$ cat src/sv/sdtp_pkg.sv
// ============================================================================
// Delay timer pool package
// Shared types and command codes for the delay timer pool and its slot cells.
// ============================================================================
`default_nettype none

package sdtp_pkg;

    // Command codes carried in the command field of an input transaction.
    localparam logic [1:0] CMD_TICK    = 2'd0;
    localparam logic [1:0] CMD_ALLOC   = 2'd1;
    localparam logic [1:0] CMD_RELEASE = 2'd2;
    localparam logic [1:0] CMD_CLEAR   = 2'd3;

    // Field widths fixed by the interface.
    localparam int DELAY_W  = 24;
    localparam int INDEX_W  = 4;
    localparam int PERIOD_W = 16;

    // Divider period after reset.
    localparam logic [PERIOD_W-1:0] PERIOD_RESET = 16'd500;

    // One input transaction.
    typedef struct packed {
        logic [1:0]         command;
        logic [DELAY_W-1:0] delay_ticks;
        logic [INDEX_W-1:0] slot_index;
    } t_cmd_item;

    // One result transaction.
    typedef struct packed {
        logic               granted;
        logic [INDEX_W-1:0] granted_slot;
        logic               slot_done;
        logic               period_flag;
    } t_result_item;

    // Broadcast controls from the sequencer to every slot cell.
    typedef struct packed {
        logic               tick;
        logic               rel_en;
        logic [INDEX_W-1:0] slot_index;
    } t_cell_ctrl;

endpackage

`default_nettype wire

$ cat src/sv/sdtp_cell.sv
// ============================================================================
// Delay timer pool slot cell
// One countdown slot. An allocation token enters from the lower neighbour,
// is taken if the slot is free, and is otherwise handed on the next cycle.
// ============================================================================
`default_nettype none

module sdtp_cell
    import sdtp_pkg::*;
#(
    parameter int COUNT_WIDTH = 24,
    parameter int CELL_INDEX  = 0
) (
    input  wire logic                   i_clk,
    input  wire logic                   i_rst_n,
    input  wire logic                   i_token,
    input  wire t_cell_ctrl             i_ctrl,
    input  wire logic [COUNT_WIDTH-1:0] i_delay,
    output logic                        o_token,
    output logic                        o_grab,
    output logic                        o_expired
);

    logic                   r_token;
    logic                   r_busy;
    logic                   r_expired;
    logic [COUNT_WIDTH-1:0] r_count;
    logic                   n_busy;
    logic                   n_expired;
    logic [COUNT_WIDTH-1:0] n_count;
    logic                   w_release;

    // The token is taken by a free slot and passed on by a busy one.
    assign o_grab    = r_token && !r_busy;
    assign o_token   = r_token && r_busy;
    assign o_expired = r_expired;

    assign w_release = i_ctrl.rel_en && (int'(i_ctrl.slot_index) == CELL_INDEX);

    // Next slot state for allocation, tick and release.
    always_comb begin
        n_busy    = r_busy;
        n_expired = r_expired;
        n_count   = r_count;
        if (o_grab) begin
            n_busy    = 1'b1;
            n_expired = 1'b0;
            n_count   = i_delay;
        end else if (w_release) begin
            n_busy    = 1'b0;
            n_expired = 1'b0;
            n_count   = '0;
        end else if (i_ctrl.tick && r_busy) begin
            if (r_count != '0) begin
                n_count = r_count - COUNT_WIDTH'(1);
            end
            if (n_count == '0) begin
                n_expired = 1'b1;
            end
        end
    end

    // Slot registers.
    always_ff @(posedge i_clk) begin
        if (!i_rst_n) begin
            r_token   <= 1'b0;
            r_busy    <= 1'b0;
            r_expired <= 1'b0;
            r_count   <= '0;
        end else begin
            r_token   <= i_token;
            r_busy    <= n_busy;
            r_expired <= n_expired;
            r_count   <= n_count;
        end
    end

endmodule

`default_nettype wire

$ cat src/sv/software_delay_timer_pool.sv
// ============================================================================
// Software delay timer pool
// A row of countdown slot cells with a tick divider and a command sequencer.
// ============================================================================
// Usage:
// A command transaction is accepted on a rising edge with start high and
// busy low. Tick decrements every busy slot and advances the period
// divider, allocate takes the lowest free slot, release frees slot_index,
// and clear drops the sticky period flag.
// Exactly one result follows each command, shown on o_result for a single
// cycle with o_result_valid high; the receiver cannot hold it off.
// Tick, release and clear pass through the apply and report states before
// their result is shown. An allocate sends a token along the row of cells,
// one cell per cycle, and reports once a free cell takes it or it leaves
// the last cell, so its result waits on the token hop through the cell row.
// A new command may be accepted in the cycle its result is shown.
// The period register is written through the cfg channel, which is always
// ready. Reset frees all slots, clears the divider and the flag, and loads
// a period of 500 ticks.
// ============================================================================
`default_nettype none

module software_delay_timer_pool
    import sdtp_pkg::*;
#(
    parameter int NUM_SLOTS   = 16,
    parameter int COUNT_WIDTH = 24
) (
    input  wire logic                i_clk,
    input  wire logic                i_rst_n,
    input  wire logic                start,
    input  wire t_cmd_item           i_item,
    output logic                     busy,
    output logic                     o_result_valid,
    output t_result_item             o_result,
    input  wire logic                i_cfg_valid,
    output logic                     o_cfg_ready,
    input  wire logic [PERIOD_W-1:0] i_cfg_data
);

    localparam int POS_W = (NUM_SLOTS > 1) ? $clog2(NUM_SLOTS) : 1;

    localparam logic [1:0] ST_IDLE   = 2'd0;
    localparam logic [1:0] ST_APPLY  = 2'd1;
    localparam logic [1:0] ST_SEARCH = 2'd2;
    localparam logic [1:0] ST_REPORT = 2'd3;

    logic [1:0]             r_state;
    t_cmd_item              r_item;
    logic [POS_W-1:0]       r_pos;
    logic                   r_granted;
    logic [INDEX_W-1:0]     r_gslot;
    logic [PERIOD_W-1:0]    r_period;
    logic [PERIOD_W-1:0]    r_pcount;
    logic                   r_flag;
    logic                   r_out_valid;
    t_result_item           r_out;

    logic                   w_accept;
    logic [PERIOD_W:0]      w_pnext;
    logic                   w_wrap;
    logic                   w_slot_done;
    logic                   w_grab_any;
    t_cell_ctrl             w_ctrl;
    logic [COUNT_WIDTH-1:0] w_delay;
    logic [NUM_SLOTS:0]     w_token_link;
    logic [NUM_SLOTS-1:0]   w_grab;
    logic [NUM_SLOTS-1:0]   w_expired;

    assign busy           = (r_state != ST_IDLE);
    assign w_accept       = start && !busy;
    assign o_cfg_ready    = 1'b1;
    assign o_result_valid = r_out_valid;
    assign o_result       = r_out;

    // Broadcast controls, valid during the apply cycle.
    assign w_ctrl.tick       = (r_state == ST_APPLY) && (r_item.command == CMD_TICK);
    assign w_ctrl.rel_en     = (r_state == ST_APPLY) && (r_item.command == CMD_RELEASE);
    assign w_ctrl.slot_index = r_item.slot_index;
    assign w_delay           = COUNT_WIDTH'(r_item.delay_ticks);

    // An allocate injects the token into the first cell on acceptance.
    assign w_token_link[0] = w_accept && (i_item.command == CMD_ALLOC);
    assign w_grab_any      = |w_grab;

    // Row of slot cells.
    for (genvar k = 0; k < NUM_SLOTS; k++) begin : g_cell
        sdtp_cell #(
            .COUNT_WIDTH (COUNT_WIDTH),
            .CELL_INDEX  (k)
        ) u_cell (
            .i_clk     (i_clk),
            .i_rst_n   (i_rst_n),
            .i_token   (w_token_link[k]),
            .i_ctrl    (w_ctrl),
            .i_delay   (w_delay),
            .o_token   (w_token_link[k+1]),
            .o_grab    (w_grab[k]),
            .o_expired (w_expired[k])
        );
    end

    // Period divider compare.
    assign w_pnext = {1'b0, r_pcount} + (PERIOD_W+1)'(1);
    assign w_wrap  = (w_pnext >= {1'b0, r_period});

    // Done mark of the addressed slot; slots beyond the pool read as zero.
    always_comb begin
        w_slot_done = 1'b0;
        for (int k = 0; k < NUM_SLOTS; k++) begin
            if (k == int'(r_item.slot_index)) begin
                w_slot_done = w_expired[k];
            end
        end
    end

    // Configuration register.
    always_ff @(posedge i_clk) begin
        if (!i_rst_n) begin
            r_period <= PERIOD_RESET;
        end else if (i_cfg_valid && o_cfg_ready) begin
            r_period <= i_cfg_data;
        end
    end

    // Command sequencer, divider and result register.
    always_ff @(posedge i_clk) begin
        if (!i_rst_n) begin
            r_state     <= ST_IDLE;
            r_pos       <= '0;
            r_granted   <= 1'b0;
            r_gslot     <= '0;
            r_pcount    <= '0;
            r_flag      <= 1'b0;
            r_out_valid <= 1'b0;
        end else begin
            r_out_valid <= 1'b0;
            case (r_state)
                ST_IDLE: begin
                    if (w_accept) begin
                        r_item    <= i_item;
                        r_pos     <= '0;
                        r_granted <= 1'b0;
                        r_gslot   <= '0;
                        if (i_item.command == CMD_ALLOC) begin
                            r_state <= ST_SEARCH;
                        end else begin
                            r_state <= ST_APPLY;
                        end
                    end
                end
                ST_APPLY: begin
                    if (r_item.command == CMD_TICK) begin
                        if (w_wrap) begin
                            r_pcount <= '0;
                            r_flag   <= 1'b1;
                        end else begin
                            r_pcount <= w_pnext[PERIOD_W-1:0];
                        end
                    end else if (r_item.command == CMD_CLEAR) begin
                        r_flag <= 1'b0;
                    end
                    r_state <= ST_REPORT;
                end
                ST_SEARCH: begin
                    if (w_grab_any) begin
                        r_granted <= 1'b1;
                        r_gslot   <= INDEX_W'(r_pos);
                        r_state   <= ST_REPORT;
                    end else if (w_token_link[NUM_SLOTS]) begin
                        r_state <= ST_REPORT;
                    end else begin
                        r_pos <= r_pos + POS_W'(1);
                    end
                end
                ST_REPORT: begin
                    r_out_valid <= 1'b1;
                    r_state     <= ST_IDLE;
                end
                default: begin
                    r_state <= ST_IDLE;
                end
            endcase
        end
    end

    // Result payload, captured as the report cycle ends.
    always_ff @(posedge i_clk) begin
        if (r_state == ST_REPORT) begin
            r_out.granted      <= r_granted;
            r_out.granted_slot <= r_gslot;
            r_out.slot_done    <= w_slot_done;
            r_out.period_flag  <= r_flag;
        end
    end

endmodule

`default_nettype wire

$ cat config.mk
export PLATFORM = sky130hd
export DESIGN_NAME = software_delay_timer_pool
export DESIGN_NICKNAME = d
export VERILOG_FILES = /design/src/sv/sdtp_pkg.sv /design/src/sv/sdtp_cell.sv /design/src/sv/software_delay_timer_pool.sv
export SDC_FILE = /design/constraint.sdc
export NUM_CORES = 2
export LEC_CHECK = 0
export ABC_AREA = 0
export ABC_CLOCK_PERIOD_IN_PS = 6750
export BUFFER_PORTS_ARGS = -buffer_cell sky130_fd_sc_hd__buf_4
export CORE_MARGIN = 1.5
export CORE_UTILIZATION = 45
export CTS_CLUSTER_DIAMETER = 30
export DETAILED_ROUTE_END_ITERATION = 8
export PLACE_DENSITY_LB_ADDON = 0.12
export SYNTH_ARGS = -nofsm -noshare
export SYNTH_HDL_FRONTEND = slang
export SYNTH_SLANG_ARGS = --single-unit
$ cat constraint.sdc
create_clock -name i_clk -period 6.75 [get_ports i_clk]
set_clock_uncertainty 0.2 [all_clocks]
set_input_delay 1.35 -clock i_clk [delete_from_list [all_inputs] [get_ports i_clk]]
set_output_delay 1.35 -clock i_clk [all_outputs]
set_load 0.01 [all_outputs]
---- Word-level counts from Yosys, hierarchy flattened ----
Index checks and enable logic that the tools add are counted.
cells by class
  add/subtract/negate cells ............... 18
  multiply operators ...................... 0
  div/mod/pow operators ................... 0
  magnitude comparators ................... 1
  eq/ne operators ......................... 42
  shift operators ......................... 0
  multiplexer cells ....................... 179
  bitwise gates (word level) .............. 1
  reduce and logical (&&, ||, !) cells .... 194
operators with widths
  operator                 count
  $mux W24                 112
  $logic_not A24 Y1        16
  $reduce_bool A24 Y1      16
  $sub A24 B1 Y24 const B  16
  $logic_and A1 B1 Y1      68
  $mux W1                  54
  $reduce_bool A3 Y1       16
  $reduce_or A3 Y1         16
  $reduce_bool A2 Y1       19
  $reduce_and A2 Y1        18
  $eq A4 B4 Y1 const A     8
  $eq A4 B4 Y1 const B     8
  $add A16 B1 Y17 const B  1
  $ge A17 B16 Y1           1
  $logic_not A1 Y1         17
  $eq A3 B4 Y1 const A     4
  $eq A4 B3 Y1 const B     4
  $mux W16                 1
  $mux W4                  4
  $pmux W4 S2              2
  $reduce_or A16 Y1        1
  $ne A2 B2 Y1 const B     5
  $reduce_and A3 Y1        3
  $eq A2 B2 Y1 const B     4
  14 further kinds         21
word-level totals
  register bits after elaboration ......... 514
  bits in latches ......................... 0
  memory bits (writable) .................. 0
  ROM bits ................................ 0
  bits of input ports ..................... 50
  output and inout bits ................... 10
  logic and storage cells ................. 514
  memories ................................ 0

---- Depth between registers and ports, before layout ----
  depth after elaboration ................. 17
  depth in mapped cells ................... 15
  gate-level depth less buffers ........... 14

---- Cells and area by module ----
From an unflattened synthesis, not the netlist that was laid out.
second synthesis, totals
  cells, all modules ...................... 4486
  area total of the unflattened synthesis .. 35495.3 sq um
modules (own cells, without submodules)
  module                              instances  cells each  area each (sq um)  seq. area each (sq um)
  sdtp_cell at g_cell[10].u_cell ...  4          256         2000.7             540.5
  software_delay_timer_pool           1          387         3986.3             2011.9
  sdtp_cell at g_cell[13].u_cell ...  2          255         1988.2             540.5
  sdtp_cell at g_cell[1].u_cell ...   2          257         1979.4             540.5
  sdtp_cell at g_cell[4].u_cell ...   2          257         1978.1             540.5
  sdtp_cell at g_cell[11].u_cell ...  2          257         1925.6             540.5
  sdtp_cell at g_cell[12].u_cell      1          255         1994.4             540.5
  sdtp_cell at g_cell[0].u_cell       1          257         1976.9             540.5
  sdtp_cell at g_cell[15].u_cell      1          256         1920.6             540.5
  sdtp_cell at g_cell[3].u_cell       1          255         1871.8             540.5

---- Worst setup path after synthesis ----
Ideal clock, no wire load.
  path kind ............................... input -> register
  start ................................... input i_rst_n
  end ..................................... register r_item[0] in the netlist's numbering (enable)
  setup time .............................. 0.417 ns
  data arrival time ....................... 3.523 ns
  data required time ...................... 6.133 ns
  slack ................................... 2.610 ns
  stages on the path ...................... 6
  buffers on the path ..................... 4
  cells stage by stage .................... clkbuf_1 -> inv_1 -> clkbuf_1 -> clkbuf_1 -> buf_1 -> nor2_1
between the ends
  word-level cells in the longest chain between the ends .. 1
ends and longest elaborated chain
  item                                RTL line                          RTL
  start: declaration                  software_delay_timer_pool.sv:30   input wire logic i_rst_n,
  $reduce_and A3 Y1 (no source line)  -
  end signal: assignment              software_delay_timer_pool.sv:141  r_item <= i_item;
  end: declaration                    software_delay_timer_pool.sv:49   t_cmd_item r_item;
No other way between the ends.
A chain may end at the register's enable or synchronous reset.

---- Final worst setup path ----
  start ................................... register r_pcount[0]
  end ..................................... register r_flag
between the ends
  word-level cells in the longest chain between the ends .. 4
ends and longest elaborated chain
  item                                RTL line                          RTL
  start: declaration                  software_delay_timer_pool.sv:54   logic [PERIOD_W-1:0] r_pcount;
  start signal: assignment            software_delay_timer_pool.sv:158  r_pcount <= w_pnext[PERIOD_W-1:0];
  $add A16 B1 Y17                     software_delay_timer_pool.sv:104  assign w_pnext = {1'b0, r_pcount} + (PERIOD_W+1)'(1);
  $ge A17 B16 Y1                      software_delay_timer_pool.sv:105  assign w_wrap = (w_pnext >= {1'b0, r_period});
  $ne A2 B2 Y1 (no source line)       -
  $reduce_and A3 Y1 (no source line)  -
  end signal: assignment              software_delay_timer_pool.sv:134  r_flag <= 1'b0;
  end signal: assignment              software_delay_timer_pool.sv:156  r_flag <= 1'b1;
  end signal: assignment              software_delay_timer_pool.sv:161  r_flag <= 1'b0;
  end: declaration                    software_delay_timer_pool.sv:55   logic r_flag;
No other way between the ends.

==> flow_summary.toml <==
[outcome]
status = "finished, violations left"
violations = "design-rule violations"

[global_routing]
grt_pass1_wl_mm = 183
antenna_found_initial = 2
grt_pass1_vias = 31623
grt_usage_pct = 30.3
globalRouteOverflowTotal = 0
grt_max_degree = 97

[clocking]
path_clk_slew_ns = 0.05
cts_sinks = 514
cts_tree = "yes"
numCtsBuffers = 137
root_buffer = "clkbuf_16"
clockBufferDepth = 3
clk_latency_ns = 0.71
cts_resized = 0
post-cts-setup-buffers = 0
htreeDepth = 4
hold_buffers = 0

[critical_path]
worst-path-max-fanout = 23
worstReg2RegStart = "r_pcount[0]"
start_kind = "flop"
crit_arrival_ns = 4.96
critPathKind = "reg2reg"
critPathLaunch = "r_pcount[0]"
end_kind = "flop"
required_ns = 7.15

[yosys]
synth-edff-count = 37
ys_top_cells_by_area = "dfxtp_1, a21oi_1, nor2_1"
yosys.area_share.simple_pct = 28.2
ys_seq_area_share_pct = 32.0
syn_area_um2 = 33400
synth_compound_area_share_pct = 25.8
ys_ff_latch = 514
synth_nets = 4566
syn_avg_cell_area_um2 = 7.47
async_flop_share_pct = 0
synthMuxAreaShare_pct = 1.02
synth_top_family_by_area = "simple AND/OR/NAND/NOR gates"
synthCells = 4462
yosys.area.top_type = "dfxtp_1"
synth_top_area_share_pct = 28.6
ys_warn_count = 0
synth_ff_type = "dfxtp_1"
synth.distinct_cells = 91
synthAdderAreaFrac_pct = 2.03
synthXorXnorAreaFrac_pct = 5.88

[hold_path]
worstHoldStart = "r_gslot[2]"
hold_class = "reg2reg"

[detailed_routing]
avgRoutedWirePerCell_um = 21.5
firstDrtPassIters = 7
drtIter0Drc = 3806
ant_nets = 0
drc_errors = 1
routed-via-count = 34604
routed_via_density = 6.37
totalWireLength_mm = 117

[die]
rows = 99
die_w_um = 275
die-area_um2 = 75800
coreArea_um2 = 73200
initial_core_util_pct = 45.6
ios = 60
die_h_um = 275

[cells_and_area]
multiInputGateArea_um2 = 21100
antennaDiodeCount = 0
fillCellCount = 6968
area_delta_synth_final_pct = 17.3
fin_util_pct = 53.4
seqCellArea_um2 = 10700
final_nets = 4466
drive_gt1_share_pct = 10.1

[timing]
hold_viol = 0
rsz0062_at_grt = "false"
worst_pin_slew_ns = 1.18
clock.fmax_ghz = 0.219
relSlewSlack_pct = 20.3
setup_ws_ns = 2.19
hold_ws_ns = 0.231
final.setup.tns_ns = 0
maxSlewViolCount = 0
period_share_pct = 67.6
finalSetupViolCount = 0
layout_min_cycle_time_ns = 4.56

[pwr]
power.total_mw = 12.0
p_leak_nw = 15.9
powerDensity_nw_per_um2 = 306
ir_worst_vdd_mv = 0.222

[placed_design]
pre_cts_ws_ns = 2.23
place_congestion = 0.938
hpwlAfterDp_mm = 71.3
port_buffers = 58

[flow_run]
drv_cap = 0
[state kept, by name, indices dropped and copies added (netlist names), 2 cells and up]
signal and count:
g_cell.u_cell.o_expired 16, g_cell.u_cell.r_busy 16, g_cell.u_cell.r_count 384, g_cell.u_cell.r_token 16, o_result 7, r_gslot 4
r_item 6, r_pcount 16, r_period 16, r_pos 4, r_state 2, w_delay 24
[routing by layer]
metal  part of all wire [%]  global-route usage (%)  vias to the layer above
met1                     45                    42.0                    16442
met4                    3.4                    11.9                        0
met2                     44                    46.7                     1389
met5                      0                       0                        -
met3                    8.0                    5.12                      249
li1                       -                       -                    16524
[critical path, cell delays in order, from the launching register on]
cell      delay (ns)
dfxtp_1         0.40
ha_1            0.25
nand3_1         0.21
nor3_1          0.65
nand3_1         0.26
nor2_1          0.17
xor2_1          0.20
ha_1            0.27
nand2_1         0.06
nor3_1          0.08
a221oi_1        0.27
o211ai_1        0.14
a41oi_2         0.88
a21oi_1         0.17
o21a_1          0.22
[stage by stage]
step	area, um2	std cells
2_1_floorplan	33400	4462
3_3_place_gp	34200	5182
3_5_place_dp	34200	5182
4_1_cts	39100	5434
5_1_grt	39100	5434
6_report	39100	5434
[layout make-up]
cell class	instances	share of cell area, %
inverter	82	0.806
sequential	514	27.2
clock inverter	70	2.51
tap	959	3.07
timing repair buffer	122	2.42
clock buffer	182	10.1
multi-input combinational	3505	53.8
[kinds of logic (layout without fill, tap and decap cells)]
logic type                 after synthesis  in the layout
adders and majority gates               54             54
AOI/OAI and AO/OA                     1359           1359
buffers and inverters                  443            456
DFF                                    514            514
other                                    1              1
muxes                                   32             32
xor gates and xnor gates               224            224
and+or+nand+nor                       1835           1835
[synthesized netlist by cell type, types with 17 or more instances]
master	instances
nor4b_1	20
nor2b_1	32
nor3b_1	18
a211oi_1	63
o21ai_0	295
inv_1	82
o31ai_1	44
nor4_1	143
o211ai_1	28
xor2_1	126
and3_1	42
buf_1	17
and2_1	43
mux2i_1	25
a221oi_1	64
xnor2_1	98
nor2_1	416
nand2_1	386
o21ai_1	19
or4_1	53
a41oi_1	27
a22oi_1	75
dfxtp_1	477
nand4b_1	20
a31oi_1	79
nand2b_1	45
a22o_1	22
nand3_1	130
nor3_1	247
a21o_1	40
nand4_1	80
edfxtp_1	37
clkbuf_1	335
or3_1	64
a21oi_1	437
or2_2	30
ha_1	54
[worst paths after layout]
path                 end  slack, ns  depth (start not counted)
max               r_flag       2.19                         14
min          o_result[4]       0.23                          0
max reg2reg       r_flag       2.19                         14
min reg2reg  o_result[4]       0.23                          0
[report_power, final]
group	switching, mW	total (mW)	leakage (nW)	internal (mW)
combinational	1.18	1.76	9.28	0.588
clock	2.01	6.94	2.41	4.92
sequential	0.0933	3.26	4.19	3.17
total	3.28	12.0	15.9	8.68
[cell usage in the layout, fill, tap and decap left out, types with 75 or more instances in the layout]
cell,count
dfxtp_1,477
a21oi_1,436
buf_4,119
nor2_1,415
nor3_1,247
a31oi_1,79
nand2_1,386
xor2_1,126
nand3_1,130
xnor2_1,98
o21ai_0,295
nor4_1,143
clkbuf_16,143
inv_1,81
a22oi_1,75
nand4_1,80
Power figures use the tool's default switching activity.
